==> config.mk <==
export PLATFORM = sky130hd
export DESIGN_NAME = price_level_fifo_matcher_unit
export DESIGN_NICKNAME = d
export VERILOG_FILES = /design/src/hdl/plfm_pkg.sv /design/src/hdl/plfm_ram.sv /design/src/hdl/plfm_front.sv /design/src/hdl/plfm_back.sv /design/src/hdl/price_level_fifo_matcher_unit.sv
export SDC_FILE = /design/constraint.sdc
export NUM_CORES = 2
export LEC_CHECK = 0
export BUFFER_PORTS_ARGS = -buffer_cell sky130_fd_sc_hd__buf_2
export CAP_MARGIN = 10
export CORE_MARGIN = 10
export CORE_UTILIZATION = 56
export DETAILED_ROUTE_END_ITERATION = 10
export GPL_ROUTABILITY_DRIVEN = 1
export GPL_TIMING_DRIVEN = 0
export PLACE_DENSITY = 0.83
export SYNTH_ARGS = -nofsm -noshare
export SYNTH_HDL_FRONTEND = slang
export SYNTH_HIERARCHICAL = 1
export SYNTH_SLANG_ARGS = --single-unit
==> constraint.sdc <==
create_clock -name clock -period 10.3 [get_ports clock]
set_clock_uncertainty 0.15 [all_clocks]
set_input_delay 2.06 -clock clock [delete_from_list [all_inputs] [get_ports clock]]
set_output_delay 2.06 -clock clock [all_outputs]
set_load 0.03 [all_outputs]
==> src/hdl/plfm_pkg.sv <==
// shared types and constants for the price level matcher
package plfm_pkg;
   localparam int SLOTS_DEF = 32;
   localparam int MAX_TRADES = 32;

   typedef enum logic [1:0] {
      OP_INSERT = 2'd0,
      OP_CANCEL = 2'd1,
      OP_MATCH  = 2'd2,
      OP_OTHER  = 2'd3
   } op_type;

   typedef enum logic [2:0] {
      K_INSERTED  = 3'd0,
      K_CANCELLED = 3'd1,
      K_TRADE     = 3'd2,
      K_NOFILL    = 3'd3,
      K_FULL      = 3'd4,
      K_BADSLOT   = 3'd5
   } kind_type;

   typedef struct packed {
      op_type      op;
      logic [31:0] order_id;
      logic [31:0] order_qty;
      logic [31:0] order_price;
      logic [4:0]  cancel_slot;
   } cmd_type;

   typedef enum logic [2:0] {
      ST_IDLE,
      ST_RD,
      ST_WAIT,
      ST_LINK,
      ST_FILL,
      ST_OUT
   } state_type;
endpackage

==> src/hdl/plfm_ram.sv <==
// generic single write, single read ram with registered read
module plfm_ram #(
   parameter int WIDTH = 32,
   parameter int DEPTH = 32
) (
   input  logic                     clock,
   input  logic                     wr_en,
   input  logic [$clog2(DEPTH)-1:0] wr_addr,
   input  logic [WIDTH-1:0]         wr_data,
   input  logic [$clog2(DEPTH)-1:0] rd_addr,
   output logic [WIDTH-1:0]         rd_data
);
   logic [WIDTH-1:0] mem_ff [DEPTH];

   always_ff @(posedge clock) begin
      if (wr_en) begin
         mem_ff[wr_addr] <= wr_data;
      end
      rd_data <= mem_ff[rd_addr];
   end
endmodule

==> src/hdl/plfm_front.sv <==
// front end: accepts items into a two entry queue
module plfm_front import plfm_pkg::*; (
   input  logic    clock,
   input  logic    reset,
   input  logic    in_valid,
   output logic    in_stall,
   input  cmd_type in_cmd,
   output logic    q_valid,
   input  logic    q_take,
   output cmd_type q_cmd
);
   cmd_type q_ff [2];
   logic    rp_ff, wp_ff;
   logic [1:0] cnt_ff;
   logic push, pop;

   assign in_stall = (cnt_ff == 2'd2);
   assign push = in_valid && !in_stall;
   assign q_valid = (cnt_ff != 2'd0);
   assign pop = q_valid && q_take;
   assign q_cmd = q_ff[rp_ff];

   always_ff @(posedge clock) begin
      if (push) begin
         q_ff[wp_ff] <= in_cmd;
      end
      if (reset) begin
         rp_ff <= 1'b0;
         wp_ff <= 1'b0;
         cnt_ff <= 2'd0;
      end else begin
         if (push) wp_ff <= !wp_ff;
         if (pop) rp_ff <= !rp_ff;
         cnt_ff <= cnt_ff + 2'(push) - 2'(pop);
      end
   end

`ifndef NO_ASSERTIONS
   a_no_over: assert property (@(posedge clock) disable iff (reset)
      cnt_ff != 2'd3) else $error("queue count overflow");
   a_pop_valid: assert property (@(posedge clock) disable iff (reset)
      cnt_ff == 2'd0 |-> !pop) else $error("pop from empty queue");
   a_full_stall: assert property (@(posedge clock) disable iff (reset)
      cnt_ff == 2'd2 |-> in_stall) else $error("full queue not stalled");
`endif
endmodule

==> src/hdl/plfm_back.sv <==
// back end: slot store, linked list and match sequencer
module plfm_back import plfm_pkg::*; #(
   parameter int SLOTS = SLOTS_DEF
) (
   input  logic        clock,
   input  logic        reset,
   input  logic        q_valid,
   output logic        q_take,
   input  cmd_type     q_cmd,
   output logic        rsp_valid,
   input  logic        rsp_stall,
   output logic [2:0]  rsp_kind,
   output logic [4:0]  rsp_slot,
   output logic [31:0] rsp_maker_id,
   output logic [31:0] rsp_taker_id,
   output logic [31:0] rsp_fill_qty,
   output logic [31:0] rsp_trade_price,
   output logic [31:0] rsp_taker_left,
   output logic [5:0]  rsp_orders_resting,
   output logic        rsp_last
);
   localparam int AW = (SLOTS > 1) ? $clog2(SLOTS) : 1;
   localparam int PW = $clog2(SLOTS + 1);
   localparam logic [PW-1:0] NONE = PW'(SLOTS);

   state_type state_ff, state_in;
   logic [SLOTS-1:0] used_ff, used_in;
   logic [PW-1:0] head_ff, head_in, tail_ff, tail_in, cnt_ff, cnt_in;
   cmd_type cmd_ff, cmd_in;
   logic [31:0] left_ff, left_in;
   logic [5:0]  ntr_ff, ntr_in;
   logic [AW-1:0] cur_ff, cur_in;
   logic [PW-1:0] prv_ff, prv_in;

   logic o_valid_ff, o_valid_in;
   logic [2:0] o_kind_ff, o_kind_in;
   logic [4:0] o_slot_ff, o_slot_in;
   logic [31:0] o_mk_ff, o_mk_in, o_tk_ff, o_tk_in, o_fq_ff, o_fq_in;
   logic [31:0] o_pr_ff, o_pr_in, o_lf_ff, o_lf_in;
   logic [5:0] o_cnt_ff, o_cnt_in;
   logic o_last_ff, o_last_in;

   // rams: id, qty, price, prev, next
   logic id_we, qty_we, pr_we, pv_we, nx_we;
   logic [AW-1:0] id_wa, qty_wa, pv_wa, nx_wa, rd_a;
   logic [31:0] id_wd, qty_wd, pr_wd, id_rd, qty_rd, pr_rd;
   logic [PW-1:0] pv_wd, nx_wd, pv_rd, nx_rd;

   plfm_ram #(.WIDTH(32), .DEPTH(SLOTS)) u_id (.clock(clock), .wr_en(id_we),
      .wr_addr(id_wa), .wr_data(id_wd), .rd_addr(rd_a), .rd_data(id_rd));
   plfm_ram #(.WIDTH(32), .DEPTH(SLOTS)) u_qty (.clock(clock), .wr_en(qty_we),
      .wr_addr(qty_wa), .wr_data(qty_wd), .rd_addr(rd_a), .rd_data(qty_rd));
   plfm_ram #(.WIDTH(32), .DEPTH(SLOTS)) u_pr (.clock(clock), .wr_en(pr_we),
      .wr_addr(id_wa), .wr_data(pr_wd), .rd_addr(rd_a), .rd_data(pr_rd));
   plfm_ram #(.WIDTH(PW), .DEPTH(SLOTS)) u_pv (.clock(clock), .wr_en(pv_we),
      .wr_addr(pv_wa), .wr_data(pv_wd), .rd_addr(rd_a), .rd_data(pv_rd));
   plfm_ram #(.WIDTH(PW), .DEPTH(SLOTS)) u_nx (.clock(clock), .wr_en(nx_we),
      .wr_addr(nx_wa), .wr_data(nx_wd), .rd_addr(rd_a), .rd_data(nx_rd));

   // lowest free slot
   logic free_any;
   logic [AW-1:0] free_s;
   always_comb begin
      free_any = 1'b0;
      free_s = '0;
      for (int i = SLOTS - 1; i >= 0; i--) begin
         if (!used_ff[i]) begin
            free_any = 1'b1;
            free_s = AW'(i);
         end
      end
   end

   logic out_free;
   logic [31:0] fill;
   logic [31:0] mq_left;
   assign out_free = !o_valid_ff || !rsp_stall;
   assign fill = (left_ff < qty_rd) ? left_ff : qty_rd;
   assign mq_left = qty_rd - fill;
   logic cs_ok;
   assign cs_ok = (32'(q_cmd.cancel_slot) < 32'(SLOTS)) &&
                  used_ff[q_cmd.cancel_slot[AW-1:0]];

   always_comb begin
      state_in = state_ff;
      used_in = used_ff;
      head_in = head_ff;
      tail_in = tail_ff;
      cnt_in = cnt_ff;
      cmd_in = cmd_ff;
      left_in = left_ff;
      ntr_in = ntr_ff;
      cur_in = cur_ff;
      prv_in = prv_ff;
      q_take = 1'b0;
      rd_a = cur_ff;
      id_we = 1'b0; qty_we = 1'b0; pr_we = 1'b0; pv_we = 1'b0; nx_we = 1'b0;
      id_wa = cur_ff; qty_wa = cur_ff; pv_wa = cur_ff; nx_wa = cur_ff;
      id_wd = cmd_ff.order_id; qty_wd = cmd_ff.order_qty;
      pr_wd = cmd_ff.order_price;
      pv_wd = tail_ff; nx_wd = NONE;
      o_valid_in = o_valid_ff && rsp_stall;
      o_kind_in = o_kind_ff; o_slot_in = o_slot_ff; o_mk_in = o_mk_ff;
      o_tk_in = o_tk_ff; o_fq_in = o_fq_ff; o_pr_in = o_pr_ff;
      o_lf_in = o_lf_ff; o_cnt_in = o_cnt_ff; o_last_in = o_last_ff;
      case (state_ff)
         ST_IDLE: begin
            if (q_valid && out_free) begin
               q_take = 1'b1;
               cmd_in = q_cmd;
               left_in = q_cmd.order_qty;
               ntr_in = '0;
               o_kind_in = K_INSERTED; o_slot_in = '0; o_mk_in = '0;
               o_tk_in = '0; o_fq_in = '0; o_pr_in = '0; o_lf_in = '0;
               o_last_in = 1'b1;
               case (q_cmd.op)
                  OP_INSERT: begin
                     if (!free_any) begin
                        o_valid_in = 1'b1;
                        o_kind_in = K_FULL;
                        o_cnt_in = 6'(cnt_ff);
                     end else begin
                        cur_in = free_s;
                        state_in = ST_LINK;
                     end
                  end
                  OP_CANCEL: begin
                     o_slot_in = q_cmd.cancel_slot;
                     if (!cs_ok) begin
                        o_valid_in = 1'b1;
                        o_kind_in = K_BADSLOT;
                        o_cnt_in = 6'(cnt_ff);
                     end else begin
                        cur_in = q_cmd.cancel_slot[AW-1:0];
                        state_in = ST_RD;
                     end
                  end
                  default: begin
                     if (q_cmd.order_qty == '0 || head_ff == NONE) begin
                        o_valid_in = 1'b1;
                        o_kind_in = K_NOFILL;
                        o_tk_in = q_cmd.order_id;
                        o_lf_in = q_cmd.order_qty;
                        o_cnt_in = 6'(cnt_ff);
                     end else begin
                        cur_in = head_ff[AW-1:0];
                        state_in = ST_RD;
                     end
                  end
               endcase
            end
         end
         ST_RD: begin
            state_in = ST_WAIT;
         end
         ST_WAIT: begin
            prv_in = pv_rd;
            if (cmd_ff.op == OP_CANCEL) begin
               state_in = ST_OUT;
               used_in[cur_ff] = 1'b0;
               cnt_in = cnt_ff - 1'b1;
               if (pv_rd != NONE) begin
                  nx_we = 1'b1; nx_wa = pv_rd[AW-1:0]; nx_wd = nx_rd;
               end else begin
                  head_in = nx_rd;
               end
               if (nx_rd != NONE) begin
                  pv_we = 1'b1; pv_wa = nx_rd[AW-1:0]; pv_wd = pv_rd;
               end else begin
                  tail_in = pv_rd;
               end
               o_kind_in = K_CANCELLED;
               o_cnt_in = 6'(cnt_ff - 1'b1);
            end else begin
               state_in = ST_FILL;
            end
         end
         ST_FILL: begin
            if (out_free) begin
               o_valid_in = 1'b1;
               o_kind_in = K_TRADE;
               o_slot_in = 5'(cur_ff);
               o_mk_in = id_rd;
               o_tk_in = cmd_ff.order_id;
               o_fq_in = fill;
               o_pr_in = pr_rd;
               o_lf_in = left_ff - fill;
               left_in = left_ff - fill;
               ntr_in = ntr_ff + 1'b1;
               qty_we = 1'b1; qty_wd = mq_left;
               o_cnt_in = 6'(cnt_ff);
               o_last_in = 1'b1;
               state_in = ST_IDLE;
               if (mq_left == '0) begin
                  used_in[cur_ff] = 1'b0;
                  cnt_in = cnt_ff - 1'b1;
                  o_cnt_in = 6'(cnt_ff - 1'b1);
                  head_in = nx_rd;
                  if (nx_rd != NONE) begin
                     pv_we = 1'b1; pv_wa = nx_rd[AW-1:0]; pv_wd = NONE;
                  end else begin
                     tail_in = NONE;
                  end
                  if (left_ff != fill && nx_rd != NONE &&
                      ntr_ff != 6'(MAX_TRADES - 1)) begin
                     o_last_in = 1'b0;
                     cur_in = nx_rd[AW-1:0];
                     state_in = ST_RD;
                  end
               end
            end
         end
         ST_LINK: begin
            id_we = 1'b1; qty_we = 1'b1; pr_we = 1'b1; pv_we = 1'b1; nx_we = 1'b1;
            pv_wd = tail_ff; nx_wd = NONE;
            state_in = ST_OUT;
            used_in[cur_ff] = 1'b1;
            if (tail_ff == NONE) begin
               head_in = PW'(cur_ff);
            end
            tail_in = PW'(cur_ff);
            cnt_in = cnt_ff + 1'b1;
            o_kind_in = K_INSERTED;
            o_slot_in = 5'(cur_ff);
            o_cnt_in = 6'(cnt_ff + 1'b1);
         end
         ST_OUT: begin
            // second write port use: link old tail to new slot
            if (cmd_ff.op == OP_INSERT && prv_ff != NONE) begin
               nx_we = 1'b1; nx_wa = prv_ff[AW-1:0]; nx_wd = PW'(cur_ff);
            end
            o_valid_in = 1'b1;
            o_last_in = 1'b1;
            state_in = ST_IDLE;
         end
         default: state_in = ST_IDLE;
      endcase
      if (state_ff == ST_LINK) begin
         prv_in = tail_ff;
      end
   end

   always_ff @(posedge clock) begin
      cmd_ff <= cmd_in; left_ff <= left_in; cur_ff <= cur_in;
      prv_ff <= prv_in;
      o_kind_ff <= o_kind_in; o_slot_ff <= o_slot_in; o_mk_ff <= o_mk_in;
      o_tk_ff <= o_tk_in; o_fq_ff <= o_fq_in; o_pr_ff <= o_pr_in;
      o_lf_ff <= o_lf_in; o_cnt_ff <= o_cnt_in; o_last_ff <= o_last_in;
      if (reset) begin
         state_ff <= ST_IDLE;
         used_ff <= '0;
         head_ff <= NONE;
         tail_ff <= NONE;
         cnt_ff <= '0;
         ntr_ff <= '0;
         o_valid_ff <= 1'b0;
      end else begin
         state_ff <= state_in;
         used_ff <= used_in;
         head_ff <= head_in;
         tail_ff <= tail_in;
         cnt_ff <= cnt_in;
         ntr_ff <= ntr_in;
         o_valid_ff <= o_valid_in;
      end
   end

   assign rsp_valid = o_valid_ff;
   assign rsp_kind = o_kind_ff;
   assign rsp_slot = o_slot_ff;
   assign rsp_maker_id = o_mk_ff;
   assign rsp_taker_id = o_tk_ff;
   assign rsp_fill_qty = o_fq_ff;
   assign rsp_trade_price = o_pr_ff;
   assign rsp_taker_left = o_lf_ff;
   assign rsp_orders_resting = o_cnt_ff;
   assign rsp_last = o_last_ff;

`ifndef NO_ASSERTIONS
   a_count: assert property (@(posedge clock) disable iff (reset)
      32'(cnt_ff) == $countones(used_ff)) else $error("count mismatch");
   a_empty: assert property (@(posedge clock) disable iff (reset)
      (cnt_ff == '0) == (head_ff == NONE)) else $error("head and count disagree");
   a_tail: assert property (@(posedge clock) disable iff (reset)
      (head_ff == NONE) == (tail_ff == NONE)) else $error("head and tail disagree");
   a_take: assert property (@(posedge clock) disable iff (reset)
      q_take |-> state_ff == ST_IDLE) else $error("take while busy");
`endif
endmodule

==> src/hdl/price_level_fifo_matcher_unit.sv <==
// One price level of an order book with time priority. Items pass through a
// two entry queue into the back end. Insert goes via link and out, cancel
// via read, wait and out, each fill of a match via read, wait (registered
// slot read) and fill. Up to 32 trades per match, last marks the end.
module price_level_fifo_matcher_unit import plfm_pkg::*; #(
   parameter int SLOTS = SLOTS_DEF
) (
   input  logic        clock,
   input  logic        reset,
   input  logic        req_valid,
   output logic        req_stall,
   input  logic [1:0]  req_op,
   input  logic [31:0] req_order_id,
   input  logic [31:0] req_order_qty,
   input  logic [31:0] req_order_price,
   input  logic [4:0]  req_cancel_slot,
   output logic        rsp_valid,
   input  logic        rsp_stall,
   output logic [2:0]  rsp_kind,
   output logic [4:0]  rsp_slot,
   output logic [31:0] rsp_maker_id,
   output logic [31:0] rsp_taker_id,
   output logic [31:0] rsp_fill_qty,
   output logic [31:0] rsp_trade_price,
   output logic [31:0] rsp_taker_left,
   output logic [5:0]  rsp_orders_resting,
   output logic        rsp_last
);
   cmd_type in_cmd, q_cmd;
   logic q_valid, q_take;

   always_comb begin
      in_cmd.op = op_type'(req_op);
      in_cmd.order_id = req_order_id;
      in_cmd.order_qty = req_order_qty;
      in_cmd.order_price = req_order_price;
      in_cmd.cancel_slot = req_cancel_slot;
   end

   plfm_front u_front (.clock(clock), .reset(reset), .in_valid(req_valid),
      .in_stall(req_stall), .in_cmd(in_cmd), .q_valid(q_valid),
      .q_take(q_take), .q_cmd(q_cmd));

   plfm_back #(.SLOTS(SLOTS)) u_back (.clock(clock), .reset(reset),
      .q_valid(q_valid), .q_take(q_take), .q_cmd(q_cmd),
      .rsp_valid(rsp_valid), .rsp_stall(rsp_stall), .rsp_kind(rsp_kind),
      .rsp_slot(rsp_slot), .rsp_maker_id(rsp_maker_id),
      .rsp_taker_id(rsp_taker_id), .rsp_fill_qty(rsp_fill_qty),
      .rsp_trade_price(rsp_trade_price), .rsp_taker_left(rsp_taker_left),
      .rsp_orders_resting(rsp_orders_resting), .rsp_last(rsp_last));
endmodule

==> metrics.yaml <==
yosysSeqAreaShare: 0.743
cp_num_buf_inv: 5
ant_nets: 1
min_to: "u_back/head_ff[5]"
drtPass1Iterations: 9
grt_pass1_vias: 98400
setup_viol: 0
final_nets: 11000
timing.final.crit_period_ns: 9.89
min_from: "u_back/head_ff[5]"
drcViolationCount: 0
grt_max_degree: 69
slowest_stage: "a2111oi_0"
netlist-cell-type-count: 97
grt.total_usage: 0.282
synthesis.nets: 10100
slowest_delay_ns: 0.61
yosys.cell_count.top_type: "edfxtp_1"
coreArea_um2: 294000
p_int_mw: 36.8
via_per_inst: 6.60
grt-ovfl-total: 0
status: "finished with violations"
hpwlAfterDp_mm: 303
switching_share: 0.367
io_buffers: 283
die_h_um: 563
cts_max_path_buffers: 4
synthArstFlopShare: 0
synth_top_area_cell: "edfxtp_1"
fmax_mhz: 101
multi_input_area_um2: 40000
cts_tree: "built"
cts_max_level: 5
clock_power_share: 0.257
routed-via-count: 99400
combPwrFrac: 0.337
startpoint: "u_back/u_qty/rd_data[5]"
criticalPathCategory: "reg2reg"
dr.max_layer_used: "met5"
numCtsBuffers: 399
ys_seq_elements: 4151
finalMaxSlewViolations: 11
crit_arrival_ns: 10.33
synth_top_cell_area_share: 0.722
grt_pass1_wl_mm: 665
die_x_um: 563
cts-root-buf: "clkbuf_16"
p_seq_frac: 0.406
wl_met1_mm: 163
ff_latch_area_um2: 123000
reg2reg_from: "u_back/u_qty/rd_data[5]"
synth-edff-count: 3978
timing.critical_path.max_delay_family: "simple AND/OR/NAND/NOR gates"
routed-wl-met2_mm: 226
final_util: 0.647
power_mw: 58.1
hold_viol_final: 0
rrSetupSlack_ns: 0.41
slew_headroom: -0.0167
synth_ff_type: "edfxtp_1"
clk_pin_slew_ns: 0.06
required_ns: 10.74
area_growth_pct: 15.0
fp-row-count: 199
clk_latency_ns: 0.98
r2r_cells: 28
min_path_cells: 1
numClockSinks: 4151
ios: 284
power.density_nw_per_um2: 306
end_kind: "register"
yosys-top-cells-area: "edfxtp_1 (72%), mux2i_1 (9.3%), dfxtp_1 (2.1%)"
r2r_end: "u_back/u_pv/mem_ff[8][1]"
die_area_um2: 317000
maxCapViolations: 1
violations: "antenna violations, max-capacitance violations, max-slew violations"
initial_core_util: 0.562
period_share: 0.960
start_kind: "register"
drt_iter0_markers: 14800
ir_drop_mv: 0.290
netlist_area_um2: 165000
drive_above_1_share: 0.159
rsz0062_at_grt: "false"
p_switching_mw: 21.3
hp-class: "reg2reg"
ys_warn_count: 6
worst_pin_slew_ns: 1.53
synth.avg_cell_area_um2: 16.7
place_congestion: 0.966
wl_per_cell_um: 31.4
synth_common_cells: "edfxtp_1 (3978), mux2i_1 (1540), nand2_1 (671)"
syn_inst: 9904
path_max_fanout: 10
wirelength_mm: 473
met3_length_mm: 52.8
leakagePower_nw: 66.2
antenna_found_initial: 35
fillCellCount: 18400
-- cells in the final DEF (no fill, tap or decap), types with 31 or more instances in the layout --
| cell | instances |
|---|---|
| a211oi_1 | 34 |
| a21o_1 | 31 |
| a21oi_1 | 416 |
| a22o_1 | 207 |
| a22oi_1 | 290 |
| a31oi_1 | 120 |
| and3_1 | 85 |
| buf_1 | 32 |
| buf_12 | 84 |
| buf_16 | 72 |
| buf_2 | 375 |
| buf_4 | 104 |
| buf_6 | 61 |
| buf_8 | 32 |
| bufinv_16 | 47 |
| clkbuf_1 | 316 |
| clkbuf_16 | 406 |
| clkinv_1 | 75 |
| clkinv_2 | 71 |
| dfxtp_1 | 173 |
| edfxtp_1 | 3978 |
| ha_1 | 98 |
| inv_1 | 80 |
| mux2_2 | 124 |
| mux2i_1 | 1540 |
| mux4_2 | 130 |
| nand2_1 | 668 |
| nand3_1 | 335 |
| nor2_1 | 238 |
| nor2_4 | 96 |
| nor3_1 | 138 |
| o21ai_0 | 117 |
| xnor2_1 | 40 |
-- power by group through the flow --
stage                     logic [mW]  clock network [mW]  registers (mW)
after floorplan                 10.5                   0            24.1
after global placement          16.6                   0            24.6
after detailed placement        17.9                   0            24.3
after CTS                       18.2                15.0            24.0
after global routing            20.4                15.7            23.7
final                           19.6                14.9            23.6
-- layer usage --
layer,vias up,GRT usage
li1,40700,-
met1,49700,0.358
met2,7573,0.460
met3,1372,0.0587
met4,18,0.148
met5,-,0
-- area by class of cell --
cell class / count / area share
tap: 3919 / 0.0258
multi-input combinational: 5134 / 0.211
clock buffer: 502 / 0.0561
timing repair buffer: 476 / 0.0295
sequential: 4151 / 0.646
antenna: 24 / 0.000316
inverter: 83 / 0.00168
buffer: 536 / 0.0158
clock inverter: 239 / 0.0138
-- sequential cells by signal, indices dropped and copies added, names as in the netlist, 34 cells and up, named ones only --
signal               count
u_back/u_id/mem_ff    1024
u_back/cmd_ff           34
u_back/u_pv/mem_ff     192
u_front/q_ff           206
u_back/u_qty/mem_ff   1024
u_back/u_nx/mem_ff     192
u_back/u_pr/mem_ff    1024
-- worst max path at each step --
stage	endpoint	slack, ns	depth (start not counted)
after floorplan	u_back/ntr_ff[5]	1.15	9
after global placement	u_back/ntr_ff[5]	-3.86	10
after detailed placement	u_back/u_pv/mem_ff[0][5]	-0.07	25
after CTS	u_back/u_pv/mem_ff[24][5]	0.02	24
after global routing	u_back/u_pv/mem_ff[12][4]	0.20	27
final	u_back/u_pv/mem_ff[8][1]	0.41	28
-- worst reg2reg max path, delay by kind of cell (launching register included) --
kind	cells	cell delay, ns
adder cells (fa/ha/maj)	2	0.68
buffers and inverters	5	1.45
AND/OR/NAND/NOR	11	3.59
flip-flops	1	0.56
AO/OA/AOI/OAI	10	3.12
-- cells by family (layout without fill, tap and decap cells) --
logic type,Yosys count,in the layout,synth area share
DFF,4151,4151,0.743
muxes,1794,1794,0.119
and+or+nand+nor,1777,1777,0.0492
AOI/OAI and AO/OA,1398,1398,0.0570
buffers and inverters,619,1836,0.0199
adders and majority gates,100,100,0.00766
xor gates and xnor gates,65,65,0.00344
other,0,24,0
-- what timing repair did --
| item | in CTS | in global routing |
|---|---|---|
| gates resized for setup | 1 | 19 |
| pin swaps | 0 | 1 |
| hold buffers | 0 | 0 |
| setup endpoints to repair | 55 | 176 |
| buffers inserted | 0 | 3 |
-- stage by stage --
stage	instance area, um2	std cells	setup WS [ns]	hold slack [ns]	setup TNS (ns)
2_1_floorplan	165000	9904	1.15	0.302	0
3_3_place_gp	172000	14100	-3.86	0.318	-734.23
3_5_place_dp	176000	14300	-0.0706	0.337	-1.60
4_1_cts	189000	15000	0.0233	0.355	0
5_1_grt	190000	15100	0.200	0.369	0
6_report	190000	15100	0.409	0.358	0
(Power assumes the default switching activity.)
